[config.mk]
export PLATFORM = sky130hd
export DESIGN_NAME = ieq_cmd_queue
export DESIGN_NICKNAME = d
export VERILOG_FILES = /design/src/design/ieq_pkg.sv /design/src/design/ieq_cmd_queue.sv
export SDC_FILE = /design/constraint.sdc
export NUM_CORES = 1
export LEC_CHECK = 0
export ABC_AREA = 1
export BUFFER_PORTS_ARGS = -buffer_cell sky130_fd_sc_hd__buf_2
export CELL_PAD_IN_SITES_DETAIL_PLACEMENT = 1
export CELL_PAD_IN_SITES_GLOBAL_PLACEMENT = 1
export CORE_MARGIN = 10
export CORE_UTILIZATION = 45
export DETAILED_ROUTE_END_ITERATION = 10
export PLACE_DENSITY_LB_ADDON = 0.1
export REMOVE_ABC_BUFFERS = 1
export SLEW_MARGIN = 20
export SYNTH_ARGS = -nofsm -noshare
export SYNTH_HDL_FRONTEND = slang
export SYNTH_SLANG_ARGS = --single-unit
export TNS_END_PERCENT = 10
[constraint.sdc]
create_clock -name clk -period 33 [get_ports clk]
set_clock_uncertainty 0.1 [all_clocks]
set_input_delay 4.95 -clock clk [delete_from_list [all_inputs] [get_ports clk]]
set_output_delay 4.95 -clock clk [all_outputs]
set_load 0.01 [all_outputs]
[src/design/ieq_pkg.sv]
// Shared types and constants for the input event capture queue.
// Depends on nothing; used by every module of the block.
package ieq_pkg;
	localparam int DefaultDepth = 128;
	localparam logic [63:0] TestHash = 64'h5253484152450001;

	localparam logic [1:0] ModeKey   = 2'd0;
	localparam logic [1:0] ModeMouse = 2'd1;
	localparam logic [1:0] ModeTest  = 2'd2;
	localparam logic [1:0] ModeRead  = 2'd3;

	localparam logic [7:0] KindKeyboard = 8'd1;
	localparam logic [7:0] KindMouse    = 8'd2;
	localparam logic [7:0] EvKey    = 8'd0;
	localparam logic [7:0] EvMove   = 8'd1;
	localparam logic [7:0] EvButton = 8'd2;
	localparam logic [7:0] EvWheel  = 8'd3;

	// One stored event: everything but the instance hash, which is rebuilt on read.
	typedef struct packed {
		logic        source;
		logic [7:0]  dkind;
		logic [7:0]  ekind;
		logic [15:0] flags;
		logic [63:0] id;
		logic [31:0] v0;
		logic [31:0] v1;
		logic [15:0] v2;
		logic [63:0] t;
	} evt_t;

	// Command handed from the front to the back.
	typedef struct packed {
		logic  is_read;
		evt_t  ev;
	} cmd_t;

	// Button order: left, middle, right, 4, 5 -> down bit index.
	function automatic logic [3:0] btn_down_bit(input logic [2:0] k);
		case (k)
			3'd0: btn_down_bit = 4'd0;
			3'd1: btn_down_bit = 4'd4;
			3'd2: btn_down_bit = 4'd2;
			3'd3: btn_down_bit = 4'd6;
			default: btn_down_bit = 4'd8;
		endcase
	endfunction
endpackage

[src/design/ieq_cmd_queue.sv]
// Short two-entry queue between the front and the back.
// Depends on ieq_pkg.
module ieq_cmd_queue (
	input  logic          clk,
	input  logic          arst_n,
	input  logic          in_valid,
	output logic          in_ready,
	input  ieq_pkg::cmd_t in_cmd,
	output logic          out_valid,
	input  logic          out_ready,
	output ieq_pkg::cmd_t out_cmd
);
	ieq_pkg::cmd_t slot_q [2];
	logic       wp_q, rp_q;
	logic [1:0] cnt_q;
	logic       push, pop;

	assign in_ready = (cnt_q != 2'd2);
	assign out_valid = (cnt_q != 2'd0);
	assign out_cmd = slot_q[rp_q];
	assign push = in_valid && in_ready;
	assign pop = out_valid && out_ready;

	always_ff @(posedge clk or negedge arst_n) begin
		if (!arst_n) begin
			wp_q <= 1'b0;
			rp_q <= 1'b0;
			cnt_q <= 2'd0;
		end else begin
			if (push) wp_q <= !wp_q;
			if (pop) rp_q <= !rp_q;
			cnt_q <= cnt_q + {1'b0, push} - {1'b0, pop};
		end
	end

	always_ff @(posedge clk) begin
		if (push) slot_q[wp_q] <= in_cmd;
	end
endmodule

==> flow_metrics.py, run 1 <==
metrics = {
    "status": {
        "outcome": "complete, no violations",
    },
    "route": {
        "ant_nets": 0,
        "wl_per_cell_um": 21.9,
        "firstDrtPassIters": 5,
        "vias": 11600,
        "drc_errors": 0,
        "drt-total-wl_um": 51600,
        "drt-initial-drc-count": 810,
        "vias_per_cell": 4.89,
    },
    "critical_path": {
        "crit_arrival_ns": 3.52,
        "path_cells": "inv_8 -> buf_4 -> nand2_1 -> nand2_1 -> buf_2",
        "critPathCaptureType": "output port",
        "startpoint_type": "flop",
        "worst-path-max-fanout": 160,
        "required_ns": 27.95,
        "path_class": "reg -> out",
        "path_common_cell": "nand2_1",
        "critPathMaxStageDelay_ns": 0.84,
        "cp_slowest_cell": "buf_4",
    },
    "sta": {
        "final-setup-viol-count": 0,
        "rsz0062_at_grt": "false",
        "setup_slack_ns": 24.43,
        "relSlewSlack_pct": 31.5,
        "maxSlewViolCount": 0,
        "min_period_ns": 8.57,
        "fin_crit_sh_pct": 26.0,
        "hold_viol_final": 0,
        "max_freq_mhz": 117,
        "tns_ns": 0,
        "tightest_slew_ns": 1.03,
    },
    "synth": {
        "ys_types": 15,
        "ys_warn_count": 0,
        "synth_area_leaders": "edfxtp_1 (81%), nand2_1 (15%), buf_6 (1.1%)",
        "synth_ff_type": "edfxtp_1",
        "avgSynthCellArea_sq_um": 13.8,
        "syn_area_sq_um": 17900,
        "yosysSeqAreaShare_pct": 81.7,
        "yosysMostFrequentCell": "nand2_1",
        "async_flop_share_pct": 0.820,
        "synth_top_area_cell": "edfxtp_1",
        "synthTopCellsByCount": "nand2_1 (735), edfxtp_1 (484), buf_2 (21), buf_6 (17), buf_4 (14)",
        "synthCells": 1295,
        "yosys_register_bits": 488,
        "synthDominantCellAreaShare_pct": 81.2,
        "synth_edf_count": 484,
    },
    "global_route": {
        "grt_antenna_before_repair": 21,
        "gr-total-overflow": 0,
        "grt_pass1_vias": 12300,
        "grt_max_degree": 180,
        "grt_usage_pct": 20.7,
        "grt_pass1_wl_um": 74100,
    },
    "power_and_ir_drop": {
        "clkPwrFrac_pct": 26.2,
        "p_per_area_nw_per_um2": 94.7,
        "power_frac_seq_pct": 42.3,
        "switchingPower_mw": 0.741,
        "intPower_mw": 1.38,
        "ir_drop_mv": 0.0690,
        "pwr-share-comb_pct": 31.6,
        "p_leak_nw": 9.59,
        "power_mw": 2.12,
        "swShare_pct": 35.0,
    },
    "floorplan": {
        "die-area_sq_um": 48200,
        "core-area_sq_um": 39500,
        "ios": 490,
        "fp.dieW_um": 219,
        "core.rowCount": 73,
        "die_y_um": 219,
        "start_util_pct": 45.3,
    },
    "clock_network": {
        "cts.clk_slew.worst_paths_ns": 0.06,
        "clk_latency_ns": 0.57,
        "cts_tree": "built",
        "post_cts_buffers": 0,
        "ctsResizeCount": 0,
        "cts_max_level": 2,
        "cts_buffers": 51,
        "cts.sinks": 488,
        "cts-root-buf": "clkbuf_16",
        "clockBufferDepth": 3,
        "ctsHoldBuffers": 0,
    },
    "placed_design": {
        "pre_cts_ws_ns": 24.89,
        "dp_hpwl_um": 35300,
        "place_area_sq_um": 20700,
        "gp_congestion": 0.766,
        "io_buffers": 489,
    },
    "run": {
        "maxCapViolations": 0,
    },
    "final_layout": {
        "nets": 2040,
        "fin_area_sq_um": 22300,
        "drive_gt1_share_pct": 31.2,
        "finish.utilization_pct": 56.5,
        "area_growth_pct": 24.8,
    },
    "worst_hold_path": {
        "hold_path.class": "reg -> reg",
    },
}
## worst max-delay path, delay by kind of cell (launching register included)
kind          cells  cell delay, ns
simple gates      2            0.28
flops             1            0.80
buf+inv           3            1.76
## cells by family (layout without fill, tap and decap cells)
kind of cell / Yosys count / after routing / share of synthesized area (%)
and+or+nand+nor: 742 / 742 / 15.6
DFF: 488 / 488 / 81.7
AOI/OAI and AO/OA: 2 / 2 / 0.0559
xor gates and xnor gates: 1 / 1 / 0.0489
adders and majority gates: 1 / 1 / 0.0699
buffers and inverters: 61 / 593 / 2.52
other: 0 / 8 / 0
## cells in the final DEF (no fill, tap or decap)
master | netlist | routed
inv_8 | 0 | 1
nor2_4 | 0 | 2
dfrtp_4 | 0 | 1
buf_2 | 21 | 489
inv_1 | 7 | 7
ha_1 | 1 | 1
clkbuf_16 | 0 | 53
clkbuf_1 | 0 | 12
dfrtp_1 | 4 | 3
buf_4 | 14 | 6
clkinv_1 | 0 | 7
nand3_1 | 2 | 2
clkinv_2 | 0 | 10
nor2_1 | 5 | 3
o21ai_0 | 1 | 1
bufinv_16 | 0 | 5
edfxtp_1 | 484 | 484
xor2_1 | 1 | 1
a21oi_1 | 1 | 1
nand2_1 | 735 | 735
buf_16 | 0 | 1
buf_12 | 0 | 2
diode_2 | 0 | 8
## power by group through the flow
stage,clock (mW),sequential (mW),combinational [mW]
6_report,0.554,0.894,0.668
5_1_grt,0.594,0.907,0.739
4_1_cts,0.567,0.895,0.689
3_5_place_dp,0,0.907,0.684
3_3_place_gp,0,0.899,0.673
2_1_floorplan,0,0.971,0.353
## state kept, by name, indices dropped and copies added, names as in the netlist
register and count:
slot_q 484, wp_q 1, cnt_q 2, rp_q 1
## area by class of cell
class / count / area, sq um
Antenna cell: 8 / 20.0
Fill cell: 4114 / 17200
Sequential cell: 488 / 14600
Timing Repair Buffer: 498 / 2560
Multi-Input combinational cell: 746 / 2830
Clock buffer: 65 / 1370
Tap cell: 525 / 657
Inverter: 8 / 37.5
Clock inverter: 22 / 226
## routing by layer
layer	GRT usage [%]	wire [um]	vias to the layer above
met5	0	175	-
met4	6.78	1370	28
met3	7.50	4470	98
met2	36.4	26500	333
met1	22.7	19100	5706
li1	-	-	5386
## stage by stage
step           cells  hold WS [ns]
2_1_floorplan   1242         0.385
3_3_place_gp    2264         0.435
3_5_place_dp    2265         0.453
4_1_cts         2352         0.466
5_1_grt         2355         0.488
6_report        2360         0.472
## worst paths after layout
| check | slack (ns) | cells past startpoint | startpoint | endpoint |
|---|---|---|---|---|
| max | 24.43 | 5 | rp_q | out_cmd[119] |
| min | 0.47 | 1 | cnt_q[0] | cnt_q[0] |
| max reg2reg | 29.47 | 6 | cnt_q[0] | slot_q[1][171] |
| min reg2reg | 0.47 | 1 | cnt_q[0] | cnt_q[0] |
| max in group asynchronous | 28.57 | 1 | arst_n | rp_q |
| min in group asynchronous | 4.08 | 1 | arst_n | wp_q |
(Power assumes the default switching activity.)
==> run 2, diff against run 1 <==
--- a/config.mk
+++ b/config.mk
@@ -10,7 +10,7 @@
 export CELL_PAD_IN_SITES_DETAIL_PLACEMENT = 1
 export CELL_PAD_IN_SITES_GLOBAL_PLACEMENT = 1
 export CORE_MARGIN = 10
-export CORE_UTILIZATION = 45
+export CORE_UTILIZATION = 38
 export DETAILED_ROUTE_END_ITERATION = 10
 export PLACE_DENSITY_LB_ADDON = 0.1
 export REMOVE_ABC_BUFFERS = 1
==> constraint.sdc (replaced) <==
create_clock -name clk -period 6.9 [get_ports clk]
set_clock_uncertainty 0.1 [all_clocks]
set_input_delay 1.035 -clock clk [delete_from_list [all_inputs] [get_ports clk]]
set_output_delay 1.035 -clock clk [all_outputs]
set_load 0.01 [all_outputs]
==> flow_metrics.py, run 2 (synthesized netlist as in run 1, its figures left out) <==
metrics = {
    "final_layout": {
        "fillers": 4928,
        "drive_gt1_share_pct": 30.8,
        "area_growth_pct": 24.7,
        "reg_top3": "slot_q (484), cnt_q (2)",
        "nets": 2040,
        "layout_common_cells": "nand2_1 (735), buf_2 (489), edfxtp_1 (484), clkbuf_16 (51), clkinv_1 (19)",
        "fin_area_sq_um": 22300,
        "top_register": "slot_q",
        "final_common_cell": "nand2_1",
        "largest_reg_flops": 484,
    },
    "route": {
        "vias_per_cell": 4.68,
        "vias": 11500,
        "firstDrtPassIters": 7,
        "drt-total-wl_um": 52700,
        "drt-initial-drc-count": 723,
        "wl_per_cell_um": 21.5,
        "drc_errors": 0,
        "ant_nets": 0,
    },
    "placed_design": {
        "place_area_sq_um": 20800,
        "gp_congestion": 0.787,
        "io_buffers": 489,
        "dp_hpwl_um": 36400,
    },
    "worst_hold_path": {
        "hold_path.class": "in -> async",
    },
    "floorplan": {
        "start_util_pct": 38.5,
        "fp.dieW_um": 237,
        "die-area_sq_um": 56200,
        "die_y_um": 237,
        "ios": 490,
        "core.rowCount": 79,
        "core-area_sq_um": 46600,
    },
    "clock_network": {
        "cts_tree": "built",
        "clk_latency_ns": 0.57,
        "clockBufferDepth": 3,
        "cts.clk_slew.worst_paths_ns": 0.06,
        "cts-root-buf": "clkbuf_16",
        "ctsResizeCount": 0,
        "ctsHoldBuffers": 0,
        "cts_buffers": 50,
        "post_cts_buffers": 0,
        "cts.sinks": 488,
        "cts_max_level": 2,
    },
    "critical_path": {
        "worst-path-max-fanout": 142,
        "critPathMaxStageDelay_ns": 0.76,
        "path_cells": "inv_8 -> buf_4 -> nand2_1 -> nand2_1 -> buf_2",
        "critPathCaptureType": "output port",
        "crit_arrival_ns": 3.33,
        "startpoint_type": "flop",
        "path_common_cell": "nand2_1",
        "path_class": "reg -> out",
        "critPathTopFamily": "buffers and inverters",
        "path_buf_inv": 3,
        "required_ns": 5.76,
        "cp_slowest_cell": "dfrtp_4",
    },
    "global_route": {
        "use_met2_pct": 30.9,
        "top_usage_layer": "met2",
        "use_met3_pct": 6.69,
        "grt_usage_pct": 18.1,
        "grt_pass1_wl_um": 76900,
        "grt_antenna_before_repair": 19,
        "gr-total-overflow": 0,
        "use_met1_pct": 21.0,
        "grt_max_degree": 143,
        "grt_pass1_vias": 12200,
    },
    "run": {
        "maxCapViolations": 0,
    },
    "power_and_ir_drop": {
        "p_leak_nw": 9.52,
        "power_frac_seq_pct": 42.8,
        "pwr-share-comb_pct": 32.2,
        "clkPwrFrac_pct": 25.1,
        "intPower_mw": 6.41,
        "p_per_area_nw_per_um2": 446,
        "ir_drop_mv": 0.272,
        "switchingPower_mw": 3.56,
        "swShare_pct": 35.7,
    },
    "sta": {
        "rsz0062_at_grt": "false",
        "final-setup-viol-count": 0,
        "maxSlewViolCount": 0,
        "fin_crit_sh_pct": 64.8,
        "min_period_ns": 4.47,
        "hold_viol_final": 0,
        "tightest_slew_ns": 1.03,
        "relSlewSlack_pct": 31.2,
        "max_freq_mhz": 224,
        "tns_ns": 0,
    },
    "status": {
        "outcome": "complete, no violations",
    },
}
run 2: cell count changes in the layout (fill, tap and decap cells not counted), sizes merged:
| cell | before | now |
|---|---|---|
| clkinv | 17 | 25 |
| clkbuf | 65 | 61 |
| diode | 8 | 12 |
| bufinv | 5 | 2 |
| buf | 498 | 499 |
| inv | 8 | 9 |
run 2: final timing paths:
check | startpoint | endpoint | cells past startpoint | slack, ns
max in group asynchronous | arst_n | rp_q | 1 | 6.38
worst max register to register | cnt_q[1] | slot_q[0][61] | 5 | 4.02
min in group clk | cnt_q[0] | cnt_q[0] | 1 | 0.47
worst min register to register | cnt_q[0] | cnt_q[0] | 1 | 0.47
worst min-delay path | arst_n | cnt_q[0] | 1 | 0.16
worst max-delay path | rp_q | out_cmd[3] | 5 | 2.43
run 2: metal layers:
| layer | part of all wire [%] | vias to the layer above |
|---|---|---|
| met5 | 0.23 | - |
| met4 | 1.9 | 20 |
| met3 | 8.4 | 77 |
| met2 | 50 | 328 |
| met1 | 39 | 5648 |
| li1 | - | 5394 |
run 2: area by class of cell:
cell class | count | area [sq um] | share of cell area (%)
timing repair buffer | 499 | 2550 | 11.4
clock inverter | 28 | 170 | 0.762
multi-input combinational | 746 | 2830 | 12.7
sequential | 488 | 14600 | 65.5
inverter | 8 | 37.5 | 0.168
clock buffer | 61 | 1310 | 5.88
antenna | 12 | 30.0 | 0.134
tap | 607 | 759 | 3.40
run 2: power groups by stage:
stage               Sequential [mW]  Clock [mW]  Combinational [mW]
floorplan                      4.65           0                1.69
global placement               4.30           0                3.28
detailed placement             4.33           0                3.32
CTS                            4.27        2.57                3.32
global route                   4.32        2.69                3.58
finish                         4.26        2.50                3.21
run 2: metrics by stage:
stage / power (mW) / hold WS [ns] / instances / worst slack, ns / util [%]
floorplan: 6.33 / 0.385 / 1242 / -5.24 / -
global placement: 7.58 / 0.452 / 2348 / 3.01 / 44.7
detailed placement: 7.65 / 0.455 / 2348 / 2.93 / 44.7
CTS: 10.2 / 0.127 / 2437 / 2.31 / 47.9
global route: 10.6 / 0.143 / 2441 / 2.11 / 47.9
finish: 9.97 / 0.164 / 2449 / 2.43 / 48.0
