<file path="src/design/ieq_pkg.sv">
// Shared types and constants for the input event capture queue.
// Depends on nothing; used by every module of the block.
package ieq_pkg;
	localparam int DefaultDepth = 128;
	localparam logic [63:0] TestHash = 64'h5253484152450001;

	localparam logic [1:0] ModeKey   = 2'd0;
	localparam logic [1:0] ModeMouse = 2'd1;
	localparam logic [1:0] ModeTest  = 2'd2;
	localparam logic [1:0] ModeRead  = 2'd3;

	localparam logic [7:0] KindKeyboard = 8'd1;
	localparam logic [7:0] KindMouse    = 8'd2;
	localparam logic [7:0] EvKey    = 8'd0;
	localparam logic [7:0] EvMove   = 8'd1;
	localparam logic [7:0] EvButton = 8'd2;
	localparam logic [7:0] EvWheel  = 8'd3;

	// One stored event: everything but the instance hash, which is rebuilt on read.
	typedef struct packed {
		logic        source;
		logic [7:0]  dkind;
		logic [7:0]  ekind;
		logic [15:0] flags;
		logic [63:0] id;
		logic [31:0] v0;
		logic [31:0] v1;
		logic [15:0] v2;
		logic [63:0] t;
	} evt_t;

	// Command handed from the front to the back.
	typedef struct packed {
		logic  is_read;
		evt_t  ev;
	} cmd_t;

	// Button order: left, middle, right, 4, 5 -> down bit index.
	function automatic logic [3:0] btn_down_bit(input logic [2:0] k);
		case (k)
			3'd0: btn_down_bit = 4'd0;
			3'd1: btn_down_bit = 4'd4;
			3'd2: btn_down_bit = 4'd2;
			3'd3: btn_down_bit = 4'd6;
			default: btn_down_bit = 4'd8;
		endcase
	endfunction
endpackage

</file>
<file path="src/design/ieq_front.sv">
// Front part: takes packets and breaks them into single events or reads.
// Depends on ieq_pkg.
module ieq_front (
	input  logic                clk,
	input  logic                arst_n,
	input  logic                in_valid,
	output logic                in_ready,
	input  logic [1:0]          mode,
	input  logic [15:0]         unit_id,
	input  logic [47:0]         device_handle,
	input  logic [15:0]         packet_flags,
	input  logic [15:0]         make_code,
	input  logic [15:0]         button_flags,
	input  logic [15:0]         button_data,
	input  logic [31:0]         delta_x,
	input  logic [31:0]         delta_y,
	input  logic [63:0]         time_us,
	input  logic [7:0]          test_device_kind,
	input  logic [7:0]          test_event_kind,
	output logic                cmd_valid,
	input  logic                cmd_ready,
	output ieq_pkg::cmd_t       cmd
);
	// Held packet and the set of mouse events still to be issued
	// (bit 0 move, 1..5 buttons, 6 vertical wheel, 7 horizontal wheel).
	logic        busy_q;
	logic [1:0]  mode_q;
	logic [15:0] pflags_q, make_q, bflags_q, bdata_q;
	logic [31:0] dx_q, dy_q;
	logic [63:0] id_q, t_q;
	logic [7:0]  tdk_q, tek_q;
	logic [7:0]  pend_q;
	logic [2:0]  sel;
	logic [7:0]  pend_new;
	logic [31:0] wheel;
	logic        take;
	logic        last;
	logic [3:0]  db;

	assign in_ready = !busy_q;
	assign take = in_valid && in_ready;
	assign wheel = {{16{bdata_q[15]}}, bdata_q};

	always_comb begin
		sel = 3'd0;
		for (int i = 7; i >= 0; i--) begin
			if (pend_q[i]) sel = i[2:0];
		end
	end

	always_comb begin
		pend_new = pend_q;
		pend_new[sel] = 1'b0;
	end

	assign last = (mode_q != ieq_pkg::ModeMouse) || (pend_new == 8'd0);
	assign cmd_valid = busy_q && ((mode_q != ieq_pkg::ModeMouse) || (pend_q != 8'd0));
	assign db = ieq_pkg::btn_down_bit(sel - 3'd1);

	always_comb begin
		cmd = '0;
		cmd.is_read = (mode_q == ieq_pkg::ModeRead);
		cmd.ev.t = t_q;
		cmd.ev.flags = pflags_q;
		cmd.ev.id = id_q;
		unique case (mode_q)
			ieq_pkg::ModeKey: begin
				cmd.ev.dkind = ieq_pkg::KindKeyboard;
				cmd.ev.ekind = ieq_pkg::EvKey;
				cmd.ev.v0 = {16'd0, make_q};
				cmd.ev.v1 = {31'd0, !pflags_q[0]};
				cmd.ev.v2 = pflags_q;
			end
			ieq_pkg::ModeMouse: begin
				cmd.ev.dkind = ieq_pkg::KindMouse;
				cmd.ev.v2 = bflags_q;
				if (sel == 3'd0) begin
					cmd.ev.ekind = ieq_pkg::EvMove;
					cmd.ev.v0 = dx_q;
					cmd.ev.v1 = dy_q;
					cmd.ev.v2 = pflags_q;
				end else if (sel == 3'd6) begin
					cmd.ev.ekind = ieq_pkg::EvWheel;
					cmd.ev.v1 = wheel;
				end else if (sel == 3'd7) begin
					cmd.ev.ekind = ieq_pkg::EvWheel;
					cmd.ev.v0 = wheel;
				end else begin
					cmd.ev.ekind = ieq_pkg::EvButton;
					cmd.ev.v0 = {29'd0, sel};
					cmd.ev.v1 = {31'd0, bflags_q[db]};
				end
			end
			ieq_pkg::ModeTest: begin
				cmd.ev.source = 1'b1;
				cmd.ev.dkind = tdk_q;
				cmd.ev.ekind = tek_q;
				cmd.ev.flags = 16'd0;
				cmd.ev.id = {24'd0, tdk_q, 24'd0, tek_q};
				cmd.ev.v0 = (tdk_q == ieq_pkg::KindKeyboard) ? 32'h10 : 32'd4;
				cmd.ev.v1 = 32'd1;
			end
			default: begin
			end
		endcase
	end

	always_ff @(posedge clk or negedge arst_n) begin
		if (!arst_n) begin
			busy_q <= 1'b0;
			pend_q <= '0;
			mode_q <= ieq_pkg::ModeKey;
		end else if (take) begin
			busy_q <= 1'b1;
			mode_q <= mode;
			pend_q <= {button_flags[11], button_flags[10],
				|button_flags[9:8], |button_flags[7:6], |button_flags[3:2],
				|button_flags[5:4], |button_flags[1:0],
				(delta_x != 32'd0) || (delta_y != 32'd0)};
		end else if (busy_q) begin
			if (mode_q == ieq_pkg::ModeMouse && pend_q == 8'd0) begin
				busy_q <= 1'b0;
			end else if (cmd_ready) begin
				pend_q <= pend_new;
				if (last) busy_q <= 1'b0;
			end
		end
	end

	always_ff @(posedge clk) begin
		if (take) begin
			pflags_q <= packet_flags;
			make_q <= make_code;
			bflags_q <= button_flags;
			bdata_q <= button_data;
			dx_q <= delta_x;
			dy_q <= delta_y;
			id_q <= {device_handle, 16'd0} ^ {48'd0, unit_id};
			t_q <= time_us;
			tdk_q <= test_device_kind;
			tek_q <= test_event_kind;
		end
	end
endmodule

</file>
<file path="config.mk">
export PLATFORM = sky130hd
export DESIGN_NAME = ieq_front
export DESIGN_NICKNAME = d
export VERILOG_FILES = /design/src/design/ieq_pkg.sv /design/src/design/ieq_front.sv
export SDC_FILE = /design/constraint.sdc
export NUM_CORES = 1
export LEC_CHECK = 0
export BUFFER_PORTS_ARGS = -buffer_cell sky130_fd_sc_hd__clkbuf_2
export CAP_MARGIN = 20
export CELL_PAD_IN_SITES_DETAIL_PLACEMENT = 0
export CELL_PAD_IN_SITES_GLOBAL_PLACEMENT = 1
export CORE_AREA = 2 2 205 207
export CTS_BUF_LIST = sky130_fd_sc_hd__clkbuf_8
export CTS_CLUSTER_DIAMETER = 30
export DETAILED_ROUTE_END_ITERATION = 7
export DIE_AREA = 0 0 207 209
export PLACE_DENSITY = 0.61
export SYNTH_ARGS = -nofsm -noshare
export SYNTH_HDL_FRONTEND = slang
export SYNTH_SLANG_ARGS = --single-unit
</file>
<file path="constraint.sdc">
create_clock -name clk -period 9.02 [get_ports clk]
set_input_delay 1.804 -clock clk [delete_from_list [all_inputs] [get_ports clk]]
set_output_delay 1.804 -clock clk [all_outputs]
set_load 0.02 [all_outputs]
</file>
==> out/qor.yml, run 1 <==
ir_drop_mv: 0.233
grt_use_total: 0.163
grt_pass1_vias: 8532
synthTopCellsByCount: "edfxtp_1 (272), and2_1 (77), nor2_1 (46), o21a_1 (33), nand2_1 (30)"
clkTransAtPathRegs_ns: 0.05
syn_area_per_cell_sq_um: 15.8
clkPwrFrac: 0.299
fin_skew_ns: 0.0127
drc: 0
fin_setup_tns_ns: 0
grt_antenna_before_repair: 2
synth_fp_nets: 973
p_leak_uw: 0.00668
ys_ff_latch: 283
cts_hold_buf: 0
start_util: 0.265
ctsResizeCount: 0
switchingPower_uw: 2290
worst_setup_path_start_kind: "flip-flop"
min_period_ns: 5.62
numCtsBuffers: 74
clock_latency_ns: 0.61
max_freq_mhz: 178
maxCapViolations: 0
critical_path_class: "reg2out"
p_int_uw: 3520
first_pass_iters: 5
synthTopCellsByArea: "edfxtp_1 (75%), and2_1 (4.4%), dfrtp_1 (2.5%), o21a_1 (2.3%), a22oi_1 (1.9%)"
drt_iter0_markers: 354
design_area_sq_um: 15800
cts_tree: "yes"
end_kind: "output port"
synthToLayoutAreaGrowth_pct: 44.0
clockRootBuffer: "clkbuf_8"
clock-sinks: 283
synth_area_sq_um: 10900
synthArstFlopShare: 0.0389
finalWorstSetupSlack_ns: 3.40
cp_cell_sequence: "nand2b_1, a2111oi_2, o21bai_2, nor2_1, ha_1, nand4b_1, mux2i_1, or4_1, a32oi_1, clkbuf_2"
core.rowCount: 75
status: "completed"
synth.most_common_cell: "edfxtp_1"
seq_power_share: 0.327
yosysSeqAreaShare: 0.771
yosysWarnings: 0
ant_nets: 0
vias: 8086
finalHoldViolations: 0
whs_ns: 0.566
wl_um: 36100
dp_hpwl_um: 26500
syn_inst: 694
required_ns: 7.22
worstPathMaxFanout: 10
ios: 522
die_w_um: 207
ys_types: 57
port-buffer-count: 521
post-place-ws_ns: 4.04
grt_overflow: 0
tightest_slew_ns: 1.02
finalCritPeriodShare: 0.623
cts_max_level: 3
synth_top_area_share: 0.746
place_area_sq_um: 14200
core_area_sq_um: 41300
viasPerCell: 4.34
wl_per_cell_um: 19.4
synthFlopType: "edfxtp_1"
combPwrFrac: 0.375
max_stage_delay_ns: 0.62
swShare: 0.394
final_util: 0.382
fp.dieArea_sq_um: 43300
fin_nets: 1540
die_h_um: 209
hold_path.class: "reg2reg"
grt_first_pass_wirelength_um: 52400
slew_viol_final: 0
layout-drive-gt1-share: 0.496
cts_setup_buffers: 0
synth_edf_count: 272
slew_headroom: 0.322
cp_slowest_cell: "a2111oi_2"
grt_max_degree: 151
clk_path_buf_depth: 3
cp.arrival_ns: 3.81
setup_viol: 0
rsz0062_at_grt: "no"
gp_congestion: 0.804
powerDensity_nw_per_um2: 368
synth_top_area_cell: "edfxtp_1"
-- area by class of cell --
type	count	area (sq um)
clock buffer	76	1050
antenna	2	5.00
multi-input combinational	360	2300
timing repair buffer	529	2680
clock inverter	60	564
fill	4127	25500
inverter	13	56.3
sequential	283	8440
tap	539	674
-- power groups by stage --
stage,logic (uW),registers [uW],clock network [uW]
floorplan,1410,1940,0
global placement,2210,1910,0
detailed placement,2220,1920,0
CTS,2230,1900,1800
global route,2350,1930,1860
finish,2180,1900,1730
-- worst max-delay path: cells and delay by family, from the launching register on --
kind / cells / cell delay [ns]
fa+ha+maj: 1 / 0.35
flops: 1 / 0.41
compound gates: 3 / 1.17
mux: 1 / 0.15
simple gates: 4 / 0.89
buf+inv: 1 / 0.23
-- state kept, by name, summed over array words and instances (netlist names) --
signal / count
t_q: 64
dy_q: 32
mode_q: 2
id_q: 64
bdata_q: 16
make_q: 16
dx_q: 32
bflags_q: 16
tek_q: 8
busy_q: 1
tdk_q: 8
pend_q: 8
pflags_q: 16
-- cell usage in the layout (no fill, tap or decap), types with 13 or more instances in the layout --
master,count
nor2_1,45
a22o_1,17
a21o_1,13
clkbuf_2,521
o21a_1,33
edfxtp_1,272
clkbuf_8,76
inv_1,24
nand2_1,30
a22oi_1,27
o21ai_0,17
and2_1,77
nor4_1,20
-- per-stage QoR --
stage	cells	power (uW)
after floorplan	694	3350
after global placement	1724	4120
after detailed placement	1724	4140
after CTS	1860	5930
after global routing	1860	6130
final	1862	5810
-- final timing paths --
path | slack [ns] | end | start | cells past startpoint
hold reg to reg | 0.57 | busy_q$_DFF_PN0_ | busy_q$_DFF_PN0_ | 2
max in group asynchronous | 7.70 | mode_q[1]$_DFFE_PN0P_ | arst_n | 1
hold / removal | 0.57 | busy_q$_DFF_PN0_ | busy_q$_DFF_PN0_ | 2
setup reg to reg | 6.17 | pflags_q[15]$_DFFE_PP_ | busy_q$_DFF_PN0_ | 4
setup / recovery | 3.40 | cmd[80] | pend_q[6]$_DFFE_PN0P_ | 10
min in group asynchronous | 1.07 | pend_q[0]$_DFFE_PN0P_ | arst_n | 1
-- cell families (layout without fill, tap and decap cells) --
logic type / count (synthesis) / in the layout / synth area share
and+or+nand+nor: 201 / 201 / 0.0987
other: 0 / 2 / 0
adders and majority gates: 2 / 2 / 0.00206
DFF: 283 / 283 / 0.771
muxes: 1 / 1 / 0.000914
buffers and inverters: 51 / 678 / 0.0200
AOI/OAI and AO/OA: 156 / 156 / 0.107
-- layer usage --
layer	global-route usage	routed length (um)	vias up
li1	-	-	3840
met1	0.181	13800	3815
met2	0.280	18300	378
met3	0.0628	3280	51
met4	0.0680	807	2
met5	0	13	-
Power figures use the tool's default switching activity.
==> run 2: changes to the inputs <==
--- a/config.mk
+++ b/config.mk
@@ -9,12 +9,12 @@
 export CAP_MARGIN = 20
 export CELL_PAD_IN_SITES_DETAIL_PLACEMENT = 0
 export CELL_PAD_IN_SITES_GLOBAL_PLACEMENT = 1
-export CORE_AREA = 2 2 205 207
+export CORE_AREA = 2 2 203 205
 export CTS_BUF_LIST = sky130_fd_sc_hd__clkbuf_8
 export CTS_CLUSTER_DIAMETER = 30
 export DETAILED_ROUTE_END_ITERATION = 7
-export DIE_AREA = 0 0 207 209
-export PLACE_DENSITY = 0.61
+export DIE_AREA = 0 0 205 207
+export PLACE_DENSITY = 0.6
 export SYNTH_ARGS = -nofsm -noshare
 export SYNTH_HDL_FRONTEND = slang
 export SYNTH_SLANG_ARGS = --single-unit
==> constraint.sdc (replaced) <==
create_clock -name clk -period 5.8 [get_ports clk]
set_input_delay 1.16 -clock clk [delete_from_list [all_inputs] [get_ports clk]]
set_output_delay 1.16 -clock clk [all_outputs]
set_load 0.02 [all_outputs]
==> run 2 against run 1 <==
Against the previous run:
- worst hold slack worse by 0.13 ns
- wire length is 4.2% higher
- sequential share of layout area is 0.050 points higher
- sequential power is 55% higher
- count of clock-buffer cells in the layout is 2 lower
- utilization is 0.84 points higher
- global-route usage is 1.0 points higher
- combinational power is 57% higher
- total power is 56% higher
- cell count is 0.21% lower
- sequential cell count stayed put
- first-iteration DRC count is 28% higher
- critical endpoint is now cmd[127]
==> out/qor.yml, run 2 (same netlist as run 1, synthesis figures left out) <==
die_w_um: 205
layout-drive-gt1-share: 0.497
largest_registers: "id_q (64), t_q (64)"
cp-startpoint: "pend_q[0]$_DFFE_PN0P_"
p_total_uw: 9040
first_pass_iters: 4
placed_cells: 1721
cts_hold_buf: 0
wl_um: 37700
viasPerCell: 4.44
worstPathMaxFanout: 17
finalCritPeriodShare: 0.840
port-buffer-count: 521
core_area_sq_um: 40400
cpMostUsedCell: "nand2_1"
ctsResizeCount: 0
max_stage_delay_ns: 0.70
critical_path_class: "reg2out"
hold_path.class: "in2async"
drt_iter0_markers: 454
final_common_cell: "clkbuf_2"
required_ns: 4.64
grt_antenna_before_repair: 8
fin_skew_ns: 0.0128
rr_endpoint: "busy_q$_DFF_PN0_"
grt_overflow: 0
ant_nets: 0
cts_tree: "yes"
wl_per_cell_um: 20.3
multi_input_area_sq_um: 2300
fin_cells: 1858
cp_slowest_cell: "nor4_1"
clock_latency_ns: 0.61
gp_congestion: 0.822
die_h_um: 207
synthToLayoutAreaGrowth_pct: 43.9
vias: 8258
reg2reg_depth: 7
endpoint: "cmd[127]"
slew_headroom: 0.375
cts_max_level: 3
fin_nets: 1543
dp_hpwl_um: 28100
grt_first_pass_wirelength_um: 53800
max_freq_mhz: 205
powerDensity_nw_per_um2: 574
regArea_sq_um: 8440
maxCapViolations: 0
finalHoldViolations: 0
slew_viol_final: 0
fin_setup_tns_ns: 0
clock-sinks: 283
drc: 0
nFillCells: 4030
whs_ns: 0.432
setup_viol: 0
final_cell_mix: "clkbuf_2 (521), edfxtp_1 (272), and2_1 (77)"
worst_setup_path_start_kind: "flip-flop"
clockRootBuffer: "clkbuf_8"
grt_use_total: 0.174
status: "completed"
ios: 522
ir_drop_mv: 0.244
cp.arrival_ns: 3.71
rsz0062_at_grt: "no"
numCtsBuffers: 73
grt_pass1_vias: 8346
tightest_slew_ns: 0.938
grt_max_degree: 130
worst-r2r-setup-slack_ns: 3.25
min_period_ns: 4.87
core.rowCount: 74
r2r-start: "pend_q[0]$_DFFE_PN0P_"
clkTransAtPathRegs_ns: 0.04
cts_setup_buffers: 0
cp_cell_sequence: "nor4_1, nand2_1, nor2_1, buf_4, nand2_1, a21oi_2, a22o_1, clkbuf_2"
end_kind: "output port"
clk_path_buf_depth: 3
start_util: 0.271
fp.dieArea_sq_um: 42400
p_leak_uw: 0.00667
[run 2: worst min path at each step]
stage / end / slack (ns) / from / depth (start not counted)
after floorplan: busy_q$_DFF_PN0_ / 0.51 / busy_q$_DFF_PN0_ / 2
after global placement: busy_q$_DFF_PN0_ / 0.53 / busy_q$_DFF_PN0_ / 2
after detailed placement: busy_q$_DFF_PN0_ / 0.54 / busy_q$_DFF_PN0_ / 2
after CTS: pend_q[3]$_DFFE_PN0P_ / 0.37 / arst_n / 1
after global routing: pend_q[1]$_DFFE_PN0P_ / 0.41 / arst_n / 1
final: pend_q[1]$_DFFE_PN0P_ / 0.43 / arst_n / 1
[run 2: power by group]
group	total (uW)	internal, uW	switching [uW]	leakage, uW
logic	3430	1070	2360	0.00317
clock network	2660	1650	1010	0.000816
registers	2950	2730	225	0.00269
[run 2: critical path: cells and delay by family (launching register included)]
family	cells	cell delay [ns]
buffers and inverters	2	0.44
DFF	1	0.51
AOI/OAI and AO/OA	2	0.92
and+or+nand+nor	4	1.22
[run 2: final cells by class]
class	count	share of cell area
antenna	5	0.000794
clock buffer	74	0.0646
clock inverter	58	0.0350
inverter	13	0.00357
multi-input combinational	360	0.146
sequential	283	0.536
tap	532	0.0422
timing repair buffer	533	0.172
[run 2: per-layer routing]
metal  global-route usage  wire, um  vias up
met5                    0        26        -
met4               0.0712       872        4
met3               0.0603      3090       60
met2                0.288     18700      336
met1                0.205     14900     4019
li1                     -         -     3839
[run 2: per-stage QoR]
step,area [sq um],setup slack [ns],util
floorplan,11000,0.188,-
global placement,14200,1.49,0.351
detailed placement,14200,1.57,0.351
CTS,15700,0.853,0.390
global route,15800,0.672,0.390
finish,15800,0.926,0.390
==> run 3: changes to the inputs <==
--- a/config.mk
+++ b/config.mk
@@ -9,12 +9,12 @@
 export CAP_MARGIN = 20
 export CELL_PAD_IN_SITES_DETAIL_PLACEMENT = 0
 export CELL_PAD_IN_SITES_GLOBAL_PLACEMENT = 1
-export CORE_AREA = 2 2 203 205
+export CORE_AREA = 2 2 205 207
 export CTS_BUF_LIST = sky130_fd_sc_hd__clkbuf_8
 export CTS_CLUSTER_DIAMETER = 30
 export DETAILED_ROUTE_END_ITERATION = 7
-export DIE_AREA = 0 0 205 207
-export PLACE_DENSITY = 0.6
+export DIE_AREA = 0 0 207 209
+export PLACE_DENSITY = 0.61
 export SYNTH_ARGS = -nofsm -noshare
 export SYNTH_HDL_FRONTEND = slang
 export SYNTH_SLANG_ARGS = --single-unit
==> constraint.sdc (replaced) <==
create_clock -name clk -period 4.2 [get_ports clk]
set_input_delay 0.84 -clock clk [delete_from_list [all_inputs] [get_ports clk]]
set_output_delay 0.84 -clock clk [all_outputs]
set_load 0.02 [all_outputs]
==> run 3 against run 2 <==
Against the previous run:
- total power is 42% higher
- first-iteration DRC count rose by 4.8%
- sequential cell count unchanged
- clock skew rose by 0.010 ns
- critical path type unchanged
==> out/qor.yml, run 3 (same netlist as run 1, synthesis figures left out) <==
status: "completed"
max_freq_mhz: 244
swShare: 0.389
die_h_um: 209
viasPerCell: 4.41
core.rowCount: 75
wl_met3_um: 2900
clk_path_buf_depth: 3
fp.dieArea_sq_um: 43300
cts_hold_buf: 0
wl_met2_um: 18200
worstPathMaxFanout: 5
met1_length_um: 14500
combPwrFrac: 0.390
min_period_ns: 4.10
finalHoldViolations: 0
largest_registers: "id_q (64), t_q (64)"
grt_first_pass_wirelength_um: 53700
grt_use_total: 0.166
slew_headroom: 0.513
dr.max_layer_used: "met5"
ir_drop_mv: 0.377
numCtsBuffers: 73
gp_congestion: 0.789
worst_setup_path_start_kind: "flip-flop"
rsz0062_at_grt: "yes"
drc: 0
final_cell_mix: "clkbuf_2 (520), edfxtp_1 (272), and2_1 (77)"
wl_um: 36700
grt_max_degree: 83
powerDensity_nw_per_um2: 803
cts_max_level: 3
grt_overflow: 0
first_pass_iters: 5
grt_pass1_vias: 8831
drt_iter0_markers: 476
ant_nets: 0
fin_skew_ns: 0.0232
seq_power_share: 0.312
clkTransAtPathRegs_ns: 0.05
clock-sinks: 283
clockRootBuffer: "clkbuf_8"
clkPwrFrac: 0.298
nFillCells: 4102
setup_viol: 0
ios: 522
tightest_slew_ns: 0.730
max_stage_delay_ns: 0.55
grt_antenna_before_repair: 2
p_int_uw: 7860
fin_cells: 1878
fin_setup_tns_ns: 0
end_kind: "output port"
wl_per_cell_um: 19.5
clock_latency_ns: 0.60
switchingPower_uw: 5010
required_ns: 3.36
slew_viol_final: 0
die_w_um: 207
place_area_sq_um: 14300
maxCapViolations: 0
p_leak_uw: 0.00681
cp-startpoint: "pend_q[3]$_DFFE_PN0P_"
core_area_sq_um: 41300
synthToLayoutAreaGrowth_pct: 46.5
hold_path.class: "in2async"
placed_cells: 1735
critical_path_class: "reg2out"
dp_hpwl_um: 27100
cp.arrival_ns: 3.26
start_util: 0.265
finalCritPeriodShare: 0.977
cp_slowest_cell: "or4_4"
final_common_cell: "clkbuf_2"
fin_nets: 1557
design_area_sq_um: 16000
r2r-start: "busy_q$_DFF_PN0_"
cp_cell_sequence: "or4_4, a21o_4, inv_4, ha_1, nand4b_1, mux2i_1, or4_1, a32oi_1, buf_4"
vias: 8288
cts_tree: "yes"
port-buffer-count: 521
layout-drive-gt1-share: 0.512
-- run 3: layout make-up --
class,count,area [sq um],share of cell area
repair buffers,547,2860,0.178
multi-input cells,360,2340,0.146
diodes,1,2.50,0.000156
inverters,13,58.8,0.00367
clock buffers,76,1050,0.0652
clock inverters,59,606,0.0378
well taps,539,674,0.0421
flip-flops and latches,283,8450,0.527
-- run 3: power groups by stage --
| stage | logic (uW) | clock network [uW] | registers (uW) |
|---|---|---|---|
| 2_1_floorplan | 3020 | 0 | 4110 |
| 3_5_place_dp | 4920 | 0 | 4090 |
| 3_3_place_gp | 4910 | 0 | 4080 |
| 4_1_cts | 5050 | 3970 | 4020 |
| 5_1_grt | 5400 | 4110 | 4070 |
| 6_report | 5020 | 3840 | 4020 |
-- run 3: metal layers --
metal,vias to the layer above,global-route usage
met4,2,0.0788
met1,3943,0.193
met3,77,0.0531
li1,3863,-
met2,403,0.278
met5,-,0
-- run 3: critical path, delay by kind of cell, from the launching register on --
kind | cells | cell delay [ns]
AO/OA/AOI/OAI | 2 | 0.43
multiplexers | 1 | 0.15
adder cells (fa/ha/maj) | 1 | 0.26
buffers and inverters | 2 | 0.27
AND/OR/NAND/NOR | 3 | 1.15
flip-flops | 1 | 0.40
-- run 3: through the flow --
stage	setup slack, ns	utilization	power, uW	hold slack (ns)
5_1_grt	-0.0436	0.388	13600	0.121
4_1_cts	0.0187	0.388	13000	0.0801
2_1_floorplan	0.464	-	7130	0.514
3_5_place_dp	0.398	0.345	9020	0.542
6_report	0.0970	0.388	12900	0.138
3_3_place_gp	0.474	0.345	8990	0.537
-- run 3: timing repair --
item                                    in CTS  in global routing
gates resized for setup                     14                  3
buffers inserted                             6                  1
cloned                                       0                  0
endpoints found under the setup margin      17                 17
pin swaps                                    3                  1
-- run 3: worst paths after layout --
| kind | to | slack [ns] | cells after the start |
|---|---|---|---|
| worst max-delay path | cmd[80] | 0.1 | 9 |
| worst min-delay path | pend_q[6]$_DFFE_PN0P_ | 0.14 | 1 |
| worst max register to register | t_q[0]$_DFFE_PP_ | 1.83 | 4 |
| worst min register to register | busy_q$_DFF_PN0_ | 0.55 | 2 |
| max in group asynchronous | pend_q[5]$_DFFE_PN0P_ | 3.77 | 1 |
| min in group clk | make_q[5]$_DFFE_PP_ | 0.40 | 1 |
